[config.mk]
export PLATFORM = sky130hd
export DESIGN_NAME = hid_apdu_packet_framer_core
export DESIGN_NICKNAME = d
export VERILOG_FILES = /design/src/sv/hapf_pkg.sv /design/src/sv/hapf_front.sv /design/src/sv/hapf_queue.sv /design/src/sv/hapf_back.sv /design/src/sv/hid_apdu_packet_framer_core.sv
export SDC_FILE = /design/constraint.sdc
export NUM_CORES = 1
export LEC_CHECK = 0
export ABC_AREA = 1
export BUFFER_PORTS_ARGS = -buffer_cell sky130_fd_sc_hd__clkbuf_2
export CORE_MARGIN = 2
export CORE_UTILIZATION = 50
export CTS_CLUSTER_SIZE = 30
export DETAILED_ROUTE_END_ITERATION = 6
export PLACE_DENSITY = 0.72
export SKIP_CTS_REPAIR_TIMING = 1
export SLEW_MARGIN = 25
export SYNTH_ARGS = -nofsm -noshare
export SYNTH_HDL_FRONTEND = slang
export SYNTH_SLANG_ARGS = --single-unit
export TNS_END_PERCENT = 10
[constraint.sdc]
create_clock -name clk -period 4.1 [get_ports clk]
set_clock_uncertainty 0.05 [all_clocks]
set_input_delay 0.41 -clock clk [delete_from_list [all_inputs] [get_ports clk]]
set_output_delay 0.41 -clock clk [all_outputs]
set_load 0.05 [all_outputs]
[src/sv/hapf_pkg.sv]
package hapf_pkg;

	// packet geometry
	localparam int PACKET_BYTES = 64;
	localparam int HEADER_BYTES = 5;
	localparam int PREFIX_BYTES = 2;
	localparam int FILL_W       = 7;

	// register reset values
	localparam logic [15:0] CHANNEL_ID_RESET  = 16'h0101;
	localparam logic [7:0]  COMMAND_TAG_RESET = 8'h05;

	// register map, selected by paddr[2]
	localparam int          ADDR_W          = 3;
	localparam logic [0:0]  REG_CHANNEL_ID  = 1'b0;
	localparam logic [0:0]  REG_COMMAND_TAG = 1'b1;

	// byte positions inside one request's output burst
	localparam int          POS_W      = 3;
	localparam logic [2:0]  POS_CH_HI  = 3'd0;
	localparam logic [2:0]  POS_CH_LO  = 3'd1;
	localparam logic [2:0]  POS_TAG    = 3'd2;
	localparam logic [2:0]  POS_SEQ_HI = 3'd3;
	localparam logic [2:0]  POS_SEQ_LO = 3'd4;
	localparam logic [2:0]  POS_LEN_HI = 3'd5;
	localparam logic [2:0]  POS_LEN_LO = 3'd6;
	localparam logic [2:0]  POS_DATA   = 3'd7;

	// queue depth between front and back
	localparam int Q_DEPTH = 2;
	localparam int Q_CNT_W = 2;

	// how a request is framed
	typedef enum logic [1:0] {
		OP_DATA  = 2'd0,
		OP_CONT  = 2'd1,
		OP_FIRST = 2'd2
	} op_kind_t;

	typedef struct packed {
		op_kind_t    kind;
		logic [7:0]  data;
		logic [15:0] len;
		logic [15:0] seq;
		logic        eop;
		logic        eom;
	} op_t;

	typedef struct packed {
		logic [15:0] channel_id;
		logic [7:0]  command_tag;
	} cfg_t;

endpackage

[src/sv/hapf_front.sv]
module hapf_front (
	input  logic                clk,
	input  logic                arst_n,
	input  logic                take,
	input  logic [7:0]          data_byte,
	input  logic [15:0]         message_length,
	input  logic                last_of_message,
	output hapf_pkg::op_t       op
);

	logic                        in_msg_q;
	logic [hapf_pkg::FILL_W-1:0] fill_q;
	logic [15:0]                 seq_q;

	hapf_pkg::op_kind_t          kind;
	logic [hapf_pkg::FILL_W-1:0] fill_base;
	logic [hapf_pkg::FILL_W-1:0] fill_next;
	logic [15:0]                 seq_use;
	logic                        pkt_full;

	// classify the request against the framing state
	always_comb begin
		priority if (!in_msg_q) begin
			kind      = hapf_pkg::OP_FIRST;
			seq_use   = 16'd0;
			fill_base = hapf_pkg::FILL_W'(hapf_pkg::HEADER_BYTES + hapf_pkg::PREFIX_BYTES);
		end else if (fill_q == '0) begin
			kind      = hapf_pkg::OP_CONT;
			seq_use   = seq_q;
			fill_base = hapf_pkg::FILL_W'(hapf_pkg::HEADER_BYTES);
		end else begin
			kind      = hapf_pkg::OP_DATA;
			seq_use   = seq_q;
			fill_base = fill_q;
		end
		fill_next = fill_base + hapf_pkg::FILL_W'(1);
		pkt_full  = fill_next >= hapf_pkg::FILL_W'(hapf_pkg::PACKET_BYTES);
	end

	// request handed to the queue
	always_comb begin
		op.kind = kind;
		op.data = data_byte;
		op.len  = message_length;
		op.seq  = seq_use;
		op.eop  = last_of_message || pkt_full;
		op.eom  = last_of_message;
	end

	// framing state update
	always_ff @(posedge clk or negedge arst_n) begin
		if (!arst_n) begin
			in_msg_q <= 1'b0;
			fill_q   <= '0;
			seq_q    <= '0;
		end else if (take) begin
			priority if (last_of_message) begin
				in_msg_q <= 1'b0;
				fill_q   <= '0;
				seq_q    <= '0;
			end else if (pkt_full) begin
				in_msg_q <= 1'b1;
				fill_q   <= '0;
				seq_q    <= seq_use + 16'd1;
			end else begin
				in_msg_q <= 1'b1;
				fill_q   <= fill_next;
				seq_q    <= seq_use;
			end
		end
	end

	a_fill_in_range: assert property (@(posedge clk) disable iff (!arst_n)
		fill_q < hapf_pkg::FILL_W'(hapf_pkg::PACKET_BYTES))
		else $error("packet fill out of range");

	a_idle_state_clear: assert property (@(posedge clk) disable iff (!arst_n)
		!in_msg_q |-> (fill_q == '0 && seq_q == 16'd0))
		else $error("framing state not cleared between messages");

endmodule

[src/sv/hapf_queue.sv]
module hapf_queue (
	input  logic           clk,
	input  logic           arst_n,
	input  logic           wr,
	input  hapf_pkg::op_t  wr_op,
	input  logic           rd,
	output hapf_pkg::op_t  rd_op,
	output logic           q_full,
	output logic           q_empty
);

	hapf_pkg::op_t                entry_q [hapf_pkg::Q_DEPTH];
	logic                         wr_ptr_q;
	logic                         rd_ptr_q;
	logic [hapf_pkg::Q_CNT_W-1:0] count_q;

	assign q_full  = count_q == hapf_pkg::Q_CNT_W'(hapf_pkg::Q_DEPTH);
	assign q_empty = count_q == '0;
	assign rd_op   = entry_q[rd_ptr_q];

	// entry storage
	always_ff @(posedge clk) begin
		if (wr) begin
			entry_q[wr_ptr_q] <= wr_op;
		end
	end

	// pointers and occupancy
	always_ff @(posedge clk or negedge arst_n) begin
		if (!arst_n) begin
			wr_ptr_q <= 1'b0;
			rd_ptr_q <= 1'b0;
			count_q  <= '0;
		end else begin
			if (wr) begin
				wr_ptr_q <= ~wr_ptr_q;
			end
			if (rd) begin
				rd_ptr_q <= ~rd_ptr_q;
			end
			unique case ({wr, rd})
				2'b10:   count_q <= count_q + hapf_pkg::Q_CNT_W'(1);
				2'b01:   count_q <= count_q - hapf_pkg::Q_CNT_W'(1);
				default: count_q <= count_q;
			endcase
		end
	end

	a_count_bound: assert property (@(posedge clk) disable iff (!arst_n)
		count_q <= hapf_pkg::Q_CNT_W'(hapf_pkg::Q_DEPTH))
		else $error("queue overflow");

endmodule

[src/sv/hapf_back.sv]
module hapf_back (
	input  logic           clk,
	input  logic           arst_n,
	input  hapf_pkg::cfg_t cfg,
	input  hapf_pkg::op_t  head,
	input  logic           head_valid,
	output logic           head_done,
	input  logic           pop,
	output logic           empty,
	output logic [7:0]     packet_byte,
	output logic           end_of_packet,
	output logic           end_of_message
);

	logic [hapf_pkg::POS_W-1:0] idx_q;
	logic                       out_valid_q;
	logic [7:0]                 byte_q;
	logic                       eop_q;
	logic                       eom_q;

	logic                       is_data;
	logic                       advance;
	logic [7:0]                 byte_sel;

	// the data byte closes every request's burst
	always_comb begin
		unique case (head.kind)
			hapf_pkg::OP_DATA:  is_data = 1'b1;
			hapf_pkg::OP_CONT:  is_data = idx_q == hapf_pkg::POS_LEN_HI;
			hapf_pkg::OP_FIRST: is_data = idx_q == hapf_pkg::POS_DATA;
			default:            is_data = 1'b1;
		endcase
	end

	// byte select by position
	always_comb begin
		if (is_data) begin
			byte_sel = head.data;
		end else begin
			unique case (idx_q)
				hapf_pkg::POS_CH_HI:  byte_sel = cfg.channel_id[15:8];
				hapf_pkg::POS_CH_LO:  byte_sel = cfg.channel_id[7:0];
				hapf_pkg::POS_TAG:    byte_sel = cfg.command_tag;
				hapf_pkg::POS_SEQ_HI: byte_sel = head.seq[15:8];
				hapf_pkg::POS_SEQ_LO: byte_sel = head.seq[7:0];
				hapf_pkg::POS_LEN_HI: byte_sel = head.len[15:8];
				hapf_pkg::POS_LEN_LO: byte_sel = head.len[7:0];
				default:              byte_sel = head.data;
			endcase
		end
	end

	assign advance   = head_valid && (!out_valid_q || pop);
	assign head_done = advance && is_data;

	// position counter
	always_ff @(posedge clk or negedge arst_n) begin
		if (!arst_n) begin
			idx_q <= '0;
		end else if (advance) begin
			idx_q <= is_data ? '0 : idx_q + hapf_pkg::POS_W'(1);
		end
	end

	// output register
	always_ff @(posedge clk or negedge arst_n) begin
		if (!arst_n) begin
			out_valid_q <= 1'b0;
		end else if (advance) begin
			out_valid_q <= 1'b1;
		end else if (pop) begin
			out_valid_q <= 1'b0;
		end
	end

	always_ff @(posedge clk) begin
		if (advance) begin
			byte_q <= byte_sel;
			eop_q  <= is_data && head.eop;
			eom_q  <= is_data && head.eom;
		end
	end

	assign empty          = !out_valid_q;
	assign packet_byte    = byte_q;
	assign end_of_packet  = eop_q;
	assign end_of_message = eom_q;

	a_data_starts_at_zero: assert property (@(posedge clk) disable iff (!arst_n)
		(head_valid && head.kind == hapf_pkg::OP_DATA) |-> idx_q == '0)
		else $error("plain data request entered mid-burst");

	a_cont_burst_short: assert property (@(posedge clk) disable iff (!arst_n)
		(head_valid && head.kind == hapf_pkg::OP_CONT) |-> idx_q <= hapf_pkg::POS_LEN_HI)
		else $error("continuation burst ran past its data byte");

	a_eom_has_eop: assert property (@(posedge clk) disable iff (!arst_n)
		(out_valid_q && eom_q) |-> eop_q)
		else $error("end of message without end of packet");

endmodule

[src/sv/hid_apdu_packet_framer_core.sv]
// HID APDU packet framer. APDU bytes are pushed one per request; message_length is
// sampled on the first byte of a message and last_of_message closes it. The block
// emits 64-byte HID packets as a byte stream: a 5-byte header (channel id, command
// tag, sequence number, big-endian), then on the first packet a 2-byte length
// prefix, then data; the final packet is cut short. One output byte leaves per
// cycle from the back sequencer while a request is queued and pop drains the
// output register: a plain data request yields its data byte, the first byte of
// a message the header, length prefix and data byte, a later packet's first byte
// the header and data byte. A two-entry request queue plus the output register
// let push proceed every cycle until the header bursts back up. channel_id sits at
// address 0 and command_tag at address 4; write them only while the block is idle.
module hid_apdu_packet_framer_core (
	input  logic                        clk,
	input  logic                        arst_n,
	input  logic                        push,
	output logic                        full,
	input  logic [7:0]                  data_byte,
	input  logic [15:0]                 message_length,
	input  logic                        last_of_message,
	output logic                        empty,
	input  logic                        pop,
	output logic [7:0]                  packet_byte,
	output logic                        end_of_packet,
	output logic                        end_of_message,
	input  logic                        psel,
	input  logic                        penable,
	input  logic                        pwrite,
	input  logic [hapf_pkg::ADDR_W-1:0] paddr,
	input  logic [31:0]                 pwdata,
	output logic [31:0]                 prdata,
	output logic                        pready
);

	hapf_pkg::cfg_t cfg_q;
	hapf_pkg::op_t  front_op;
	hapf_pkg::op_t  head_op;
	logic           take;
	logic           q_full;
	logic           q_empty;
	logic           head_done;
	logic           cfg_wr;

	// configuration registers
	assign pready = 1'b1;
	assign cfg_wr = psel && penable && pwrite && pready;

	always_ff @(posedge clk or negedge arst_n) begin
		if (!arst_n) begin
			cfg_q.channel_id  <= hapf_pkg::CHANNEL_ID_RESET;
			cfg_q.command_tag <= hapf_pkg::COMMAND_TAG_RESET;
		end else if (cfg_wr) begin
			unique case (paddr[2:2])
				hapf_pkg::REG_CHANNEL_ID:  cfg_q.channel_id  <= pwdata[15:0];
				hapf_pkg::REG_COMMAND_TAG: cfg_q.command_tag <= pwdata[7:0];
				default:                   cfg_q             <= cfg_q;
			endcase
		end
	end

	always_comb begin
		unique case (paddr[2:2])
			hapf_pkg::REG_CHANNEL_ID:  prdata = {16'd0, cfg_q.channel_id};
			hapf_pkg::REG_COMMAND_TAG: prdata = {24'd0, cfg_q.command_tag};
			default:                   prdata = 32'd0;
		endcase
	end

	// input side
	assign full = q_full;
	assign take = push && !q_full;

	hapf_front u_front (
		.clk             (clk),
		.arst_n          (arst_n),
		.take            (take),
		.data_byte       (data_byte),
		.message_length  (message_length),
		.last_of_message (last_of_message),
		.op              (front_op)
	);

	hapf_queue u_queue (
		.clk     (clk),
		.arst_n  (arst_n),
		.wr      (take),
		.wr_op   (front_op),
		.rd      (head_done),
		.rd_op   (head_op),
		.q_full  (q_full),
		.q_empty (q_empty)
	);

	hapf_back u_back (
		.clk            (clk),
		.arst_n         (arst_n),
		.cfg            (cfg_q),
		.head           (head_op),
		.head_valid     (!q_empty),
		.head_done      (head_done),
		.pop            (pop),
		.empty          (empty),
		.packet_byte    (packet_byte),
		.end_of_packet  (end_of_packet),
		.end_of_message (end_of_message)
	);

endmodule
==> results of run 1 <==
critical path, delay by kind of cell, from the launching register on:
family                     cells  cell delay [ns]
adders and majority gates      2             0.57
DFF                            1             0.35
and+or+nand+nor                2             0.45
xor gates and xnor gates       1             0.16
AOI/OAI and AO/OA              5             0.55
buffers and inverters          4             0.45
power breakdown:
group,switching [mW],leakage [nW],internal [mW]
registers,0.141,1.63,2.12
logic,1.37,1.81,0.491
clock network,0.603,0.276,0.949
total,2.12,3.72,3.56
path summary, 6_finish.rpt:
path / from / to / slack, ns / cells after the start
worst max register to register: u_queue.rd_ptr_q$_DFFE_PN0P_ / u_queue.count_q[1]$_DFFE_PN0P_ / 1.39 / 14
worst max-delay path: u_queue.rd_ptr_q$_DFFE_PN0P_ / u_queue.count_q[1]$_DFFE_PN0P_ / 1.39 / 14
worst min register to register: u_front.seq_q[15]$_DFFE_PN0P_ / u_front.seq_q[15]$_DFFE_PN0P_ / 0.43 / 2
max in group asynchronous: arst_n / cfg_q[0]$_DFFE_PN1P_ / 3.13 / 2
worst min-delay path: arst_n / u_front.fill_q[0]$_DFFE_PN0P_ / -0.02 / 1
min in group clk: message_length[8] / u_queue.entry_q[0][26]$_DFFE_PP_ / 0.12 / 1
area by class of cell:
| type | instances | area, µm² | area share |
|---|---|---|---|
| Clock inverter | 13 | 152.6 | 0.01832 |
| Sequential cell | 154 | 4349 | 0.5218 |
| Tap cell | 184 | 230.2 | 0.02762 |
| Multi-Input combinational cell | 511 | 2436 | 0.2923 |
| Inverter | 78 | 292.8 | 0.03513 |
| Timing Repair Buffer | 84 | 440.4 | 0.05284 |
| Clock buffer | 19 | 432.9 | 0.05194 |
metrics by stage:
| step | std cells | hold slack (ns) |
|---|---|---|
| 2_1_floorplan | 785 | 0.06441 |
| 3_3_place_gp | 1011 | 0.4145 |
| 3_5_place_dp | 1011 | 0.4153 |
| 4_1_cts | 1043 | -0.003404 |
| 5_1_grt | 1043 | 0.02079 |
| 6_report | 1043 | -0.02070 |
routing by layer:
metal  vias up  track usage  routed length (µm)  part of all wire
met5         -            0                   0                 0
met4         0      0.07138                 239             0.016
met3        22      0.04768                 848             0.056
met2       160       0.3202                7439              0.49
met1      2523       0.2672                6680              0.44
li1       2651            -                   -                 -
synth_stat cells, drive strengths merged:
cell type | n | area (µm²)
nand2 | 233 | 884.6
edfxtp | 98 | 2943
nor2 | 77 | 314.1
inv | 76 | 285.3
o21ai | 56 | 280.3
dfrtp | 52 | 1301
a21oi | 34 | 170.2
buf | 31 | 224.0
nand3 | 25 | 152.7
nor3 | 12 | 70.07
clkbuf | 11 | 41.29
ha | 11 | 137.6
o22ai | 8 | 50.05
a22oi | 5 | 37.54
mux2i | 5 | 50.05
o211ai | 5 | 37.54
or2 | 5 | 31.28
dfstp | 4 | 105.1
xor2 | 4 | 35.03
nand4 | 3 | 18.77
o221ai | 3 | 26.28
a31oi | 2 | 12.51
clkinv | 2 | 7.510
conb | 2 | 7.510
nand3b | 2 | 15.01
xnor2 | 2 | 17.52
and3 | 1 | 6.260
o31ai | 1 | 7.510
registers in the layout (all words and copies together), names as in the netlist, 2 cells and up:
register and count:
cfg_q 24, u_back.idx_q 3, u_back.packet_byte 8, u_front.fill_q 7, u_front.seq_q 16, u_queue.count_q 2
u_queue.entry_q 88
kinds of logic (layout without fill, tap and decap cells):
logic type | after synthesis | after routing | synth area share
fa+ha+maj | 11 | 11 | 0.01893
compound gates | 114 | 114 | 0.08554
other cells | 2 | 17 | 0.001033
flops | 154 | 154 | 0.5983
buf+inv | 120 | 194 | 0.07676
mux | 5 | 5 | 0.006885
xor+xnor | 6 | 6 | 0.007229
simple gates | 358 | 358 | 0.2053
==> implementation parameters, run 1 <==
Parameter                              Value

STA
  Max transition margin ... 0.3655
  RSZ-0062 raised after global routing ... false
  Count of final hold-check violations ... 25
  Portion of the clock cycle consumed by the worst path in the final layout ... 0.6615
  Worst-Margin Slew ... 0.9495 ns
  Fmax ... 0.3687 GHz
  Min Tclk post-route ... 2.712 ns
  Hold Worst Slack ... -0.02070 ns
  Final Max Slew Viols ... 0
  Post-route worst setup slack ... 1.388 ns
  Final setup violation count ... 0
  Sum of negative setup slack ... 0 ns

Finish
  Most frequent cells in the layout ... sky130_fd_sc_hd__nand2_1, sky130_fd_sc_hd__edfxtp_1, sky130_fd_sc_hd__clkbuf_2
  Layout Area Growth over Synthesis ... 14.65%
  Antenna Cells ... 0
  Commonest non-fill, non-tap cell in the layout ... sky130_fd_sc_hd__nand2_1
  Post-layout util ... 0.5800
  Filler instances ... 1246
  Area of all placed cells without fillers ... 8334 µm²
  Layout cell share with drive strength beyond 1 ... 0.1676
  Final #Nets ... 924

Clocking
  Number of H-tree levels ... 4
  Clk sinks ... 154
  Clk_lat worst skew ... 0.42 ns
  Clock tree from TritonCTS ... built
  Clock transition at the registers of the reported paths ... 0.06 ns
  Clock Tree Root ... sky130_fd_sc_hd__clkbuf_16
  TritonCTS Buffers ... 17
  Number of buffers on the longest clock path ... 2

Route
  WL per Instance ... 14.58 µm
  Ratio of routed vias to standard cells ... 5.135
  Vias after detailed routing ... 5356
  Final routed DRC violation total ... 0
  Violation count after the first detailed-routing iteration ... 356
  Router iterations before antenna repair ... 4
  Post-detailed-route count of antenna-violating nets ... 0
  Final routed wirelength across all metal layers ... 15210 µm

Placement
  Port Buf Inserts ... 76
  Routability Congestion ... 0.8630
  Post-DP Area ... 7746 µm²
  Place WS ... 1.164 ns
  DP Wirelength ... 10160 µm

Power and ir drop
  Leakage component of the power ... 3.719 nW
  Post-route total power ... 5.679 mW
  Power density over cell area ... 681.4 nW/µm²
  Worst ir drop on vdd ... 0.0002869 V

Setup path
  Data arrival time of the critical path ... 2.96 ns
  Required time at the worst-slack endpoint ... 4.34 ns
  Standard cell with the maximum stage delay on the critical path ... sky130_fd_sc_hd__dfrtp_1
  Cells along the critical path ... clkinv_1 -> buf_4 -> or2_2 -> o21ai_0 -> inv_1 -> ha_1 -> a21oi_1 -> o21ai_1 -> nand2_1 -> inv_1 -> ha_1 -> a21oi_1 -> o21ai_0 -> xor2_1
  Worst Path Max Fanout ... 37
  Category of the most critical setup path ... reg -> reg
  Maximum cell stage delay along the critical path ... 0.35 ns
  Endpoint kind of the worst setup timing path ... flip-flop
  Startpoint type of the worst setup path ... flip-flop

Synthesis
  Share of synthesized area occupied by flip-flops and latches ... 0.5983
  Number of distinct library cells after synthesis ... 41
  Gate count after technology mapping ... 770
  Post-synthesis area per instance ... 9.441 µm²
  Combined area of all synthesized cells ... 7269 µm²
  Syn. warnings ... 0
  FF+latch count, synth ... 154

Die
  Die outline height ... 124.6 µm
  Horizontal die dimension ... 124.6 µm
  Std-Cell Rows ... 44
  Initial core utilization ... 0.5059
  Boundary pin count ... 112
  Die area ... 15520 µm²
  Standard cell core area ... 14370 µm²

Global route
  Via count of the first global-routing pass ... 5013
  Global-route wire length before repair ... 24540 µm
  Aggregate global-route resource usage ... 0.1997
  Remaining Overflow, GRT ... 0
  Antenna violations before repair ... 0
  Largest net degree at the start of global routing ... 48

Worst hold path
  Classification of the worst-slack hold path ... in -> async

Run status
  Status ... complete, but fails checks
  Violations in the final reports ... hold timing

Job
  Max-Cap Viols ... 0
Note: power is estimated with default switching activity, not from simulation.
==> run 2, diff against run 1 <==
clock period = 2.55 ns   (was 4.1 ns; I/O delays follow)
==> run 2 against run 1 <==
Net effect:
- the flow still finishes with violations (hold timing)
- cell area rose by 3.9%
- via count increased by 1.7%
- wire length is 1.7% higher
- maximum frequency grew 14%
- count of clock-buffer cells in the layout up 6
- sequential power increased by 62%
- register-to-register slack got worse by 1.2 ns
- critical path depth is 1 lower
- combinational power is 70% higher
==> implementation parameters, run 2 (same netlist as run 1, synthesis figures left out) <==
Parameter                              Value

Run status
  Status ... complete, but fails checks
  Violations in the final reports ... hold timing

STA
  Portion of the clock cycle consumed by the worst path in the final layout ... 0.9339 (+0.2723)
  Final setup violation count ... 0 (unchanged)
  Count of final hold-check violations ... 2 (-92%)
  Fmax ... 0.4199 GHz (+14%)
  Min Tclk post-route ... 2.381 ns (-0.3309 ns)
  Max transition margin ... 0.5507 (+0.1852)
  Final Max Slew Viols ... 0 (unchanged)
  Post-route worst setup slack ... 0.1686 ns (-1.219 ns)
  Worst-Margin Slew ... 0.6732 ns (-0.2763 ns)
  Hold Worst Slack ... -0.002970 ns (+0.01773 ns)

Finish
  Largest register FFs ... 88 (unchanged)
  Largest regs ... u_queue.entry_q x88, cfg_q x24, u_front.seq_q x16
  Final #Nets ... 956 (+3.5%)
  Layout Area Growth over Synthesis ... 19.16%
  Area of all placed cells without fillers ... 8662 µm² (+3.9%)
  Layout cell share with drive strength beyond 1 ... 0.1740 (+0.006325)
  Largest Register ... u_queue.entry_q
  Antenna Cells ... 0 (unchanged)
  Post-layout util ... 0.6028 (+0.02282)
  Commonest non-fill, non-tap cell in the layout ... sky130_fd_sc_hd__nand2_1
  Most frequent cells in the layout ... sky130_fd_sc_hd__nand2_1, sky130_fd_sc_hd__edfxtp_1, sky130_fd_sc_hd__clkbuf_2

Clocking
  Clock tree from TritonCTS ... built
  Clock Tree Root ... sky130_fd_sc_hd__clkbuf_16
  Clk_lat worst skew ... 0.42 ns (about the same)
  Clock transition at the registers of the reported paths ... 0.06 ns (about the same)
  TritonCTS Buffers ... 17 (unchanged)
  Clk sinks ... 154 (unchanged)
  Number of H-tree levels ... 4 (unchanged)
  Number of buffers on the longest clock path ... 2 (unchanged)

Setup path
  Launch instance of the worst register-to-register path ... u_queue.rd_ptr_q$_DFFE_PN0P_
  Required time at the worst-slack endpoint ... 2.80 ns (-1.54 ns)
  Category of the most critical setup path ... reg -> reg
  Worst Path Max Fanout ... 4 (-89%)
  Register-to-Register Path Depth ... 13 (-1)
  Worst R2R End ... u_queue.count_q[1]$_DFFE_PN0P_
  Reg-to-reg setup timing slack ... 0.17 ns (-1.22 ns)
  Data arrival time of the critical path ... 2.63 ns (-0.33 ns)
  Endpoint kind of the worst setup timing path ... flip-flop
  Startpoint type of the worst setup path ... flip-flop

Die
  Die outline height ... 124.6 µm (unchanged)
  Horizontal die dimension ... 124.6 µm (unchanged)
  Die area ... 15520 µm² (unchanged)
  Boundary pin count ... 112 (unchanged)
  Standard cell core area ... 14370 µm² (unchanged)
  Std-Cell Rows ... 44 (unchanged)
  Initial core utilization ... 0.5059 (unchanged)

Power and ir drop
  Power density over cell area ... 1063 nW/µm² (+56%)
  Sequential share of power ... 0.396 (-0.002)
  Post-route total power ... 9.210 mW (+62%)
  Clock network fraction of design power ... 0.260 (-0.013)
  Total net switching power ... 3.429 mW (+62%)
  Combinational fraction of design power ... 0.344 (+0.016)
  Leakage component of the power ... 3.867 nW (+4.0%)
  Net switching fraction of the power ... 0.3723 (-0.0006266)
  Worst ir drop on vdd ... 0.0005508 V (+92%)
  Internal cell power ... 5.781 mW (+62%)

Global route
  Aggregate global-route resource usage ... 0.2016 (+0.001902)
  Global-route wire length before repair ... 24740 µm (+0.84%)
  Antenna violations before repair ... 0 (unchanged)
  Via count of the first global-routing pass ... 5023 (+0.20%)
  Largest net degree at the start of global routing ... 46 (-4.2%)
  Remaining Overflow, GRT ... 0 (unchanged)

Route
  WL per Instance ... 14.39 µm (-1.3%)
  Router iterations before antenna repair ... 5 (+1)
  Vias after detailed routing ... 5445 (+1.7%)
  Final routed DRC violation total ... 0 (unchanged)
  Violation count after the first detailed-routing iteration ... 443 (+24%)
  Post-detailed-route count of antenna-violating nets ... 0 (unchanged)
  Ratio of routed vias to standard cells ... 5.065 (-1.4%)
  Final routed wirelength across all metal layers ... 15470 µm (+1.7%)

Worst hold path
  Number of stages on the worst hold path ... 3
  Hold EP ... cfg_q[8]$_DFFE_PN1P_
  Classification of the worst-slack hold path ... in -> reg
  Worst Hold Launch ... pwdata[0]

Placement
  Routability Congestion ... 0.8601 (-0.34%)
  Port Buf Inserts ... 76 (unchanged)
  DP Wirelength ... 10400 µm (+2.4%)
  Place WS ... 0.1036 ns (-1.060 ns)
  Post-DP Area ... 7844 µm² (+1.3%)

Job
  Max-Cap Viols ... 0 (unchanged)
## run 2: changes by cell type in the layout (fill, tap and decap cells not counted), moves of 2 or more
cell	before	now
sky130_fd_sc_hd__buf_12	0	3
sky130_fd_sc_hd__buf_4	8	14
sky130_fd_sc_hd__bufinv_16	3	1
sky130_fd_sc_hd__clkbuf_8	0	5
sky130_fd_sc_hd__clkinv_2	4	2
sky130_fd_sc_hd__dlygate4sd3_1	0	23
sky130_fd_sc_hd__o21ai_0	45	43
## run 2: final cells by class
type	count	area [µm²]
repair buffers	116	775.7
clock buffers	25	505.5
fillers	1179	5707
multi-input cells	511	2442
inverters	78	292.8
well taps	184	230.2
clock inverters	7	66.31
flip-flops and latches	154	4349
## run 2: how the worst max path moves through the flow
stage / start / endpoint / slack, ns
floorplan: u_queue.count_q[1]$_DFFE_PN0P_ / u_queue.entry_q[1][0]$_DFFE_PP_ / -0.54
global placement: u_queue.rd_ptr_q$_DFFE_PN0P_ / u_queue.count_q[1]$_DFFE_PN0P_ / 0.19
detailed placement: u_queue.rd_ptr_q$_DFFE_PN0P_ / u_queue.count_q[1]$_DFFE_PN0P_ / 0.10
CTS: u_queue.rd_ptr_q$_DFFE_PN0P_ / u_queue.count_q[1]$_DFFE_PN0P_ / 0.08
global route: u_queue.rd_ptr_q$_DFFE_PN0P_ / u_queue.count_q[1]$_DFFE_PN0P_ / -0.02
finish: u_queue.rd_ptr_q$_DFFE_PN0P_ / u_queue.count_q[1]$_DFFE_PN0P_ / 0.17
## run 2: per-stage QoR
| step | std cells | TNS, ns |
|---|---|---|
| final | 1075 | 0 |
| after global routing | 1075 | -0.01985 |
| after CTS | 1051 | 0 |
| after detailed placement | 1019 | 0 |
| after global placement | 1019 | 0 |
| after floorplan | 785 | -24.15 |
## run 2: critical path, stage by stage, from the launching register on
cell	delay (ns)
sky130_fd_sc_hd__dfrtp_1	0.41
sky130_fd_sc_hd__inv_2	0.06
sky130_fd_sc_hd__or2_2	0.28
sky130_fd_sc_hd__o21ai_2	0.08
sky130_fd_sc_hd__inv_1	0.06
sky130_fd_sc_hd__ha_1	0.27
sky130_fd_sc_hd__a21oi_1	0.12
sky130_fd_sc_hd__o21ai_1	0.11
sky130_fd_sc_hd__nand2_1	0.11
sky130_fd_sc_hd__inv_1	0.05
sky130_fd_sc_hd__ha_1	0.29
sky130_fd_sc_hd__a21oi_1	0.13
sky130_fd_sc_hd__o21ai_1	0.09
sky130_fd_sc_hd__xor2_1	0.15
## run 2: per-layer routing
layer | wire length [µm] | up-vias | track usage
li1 | - | 2714 | -
met1 | 6940 | 2565 | 0.2755
met3 | 731 | 22 | 0.04253
met2 | 7540 | 144 | 0.3202
met5 | 0 | - | 0
met4 | 255 | 0 | 0.07403
## run 2: power groups by stage
stage                     Clock (mW)  Sequential [mW]  Combinational (mW)
after floorplan                    0             3.94                2.03
after global placement             0             3.67                3.03
after detailed placement           0             3.69                3.10
after CTS                       2.43             3.64                3.11
after global routing            2.54             3.71                3.50
final                           2.39             3.65                3.17
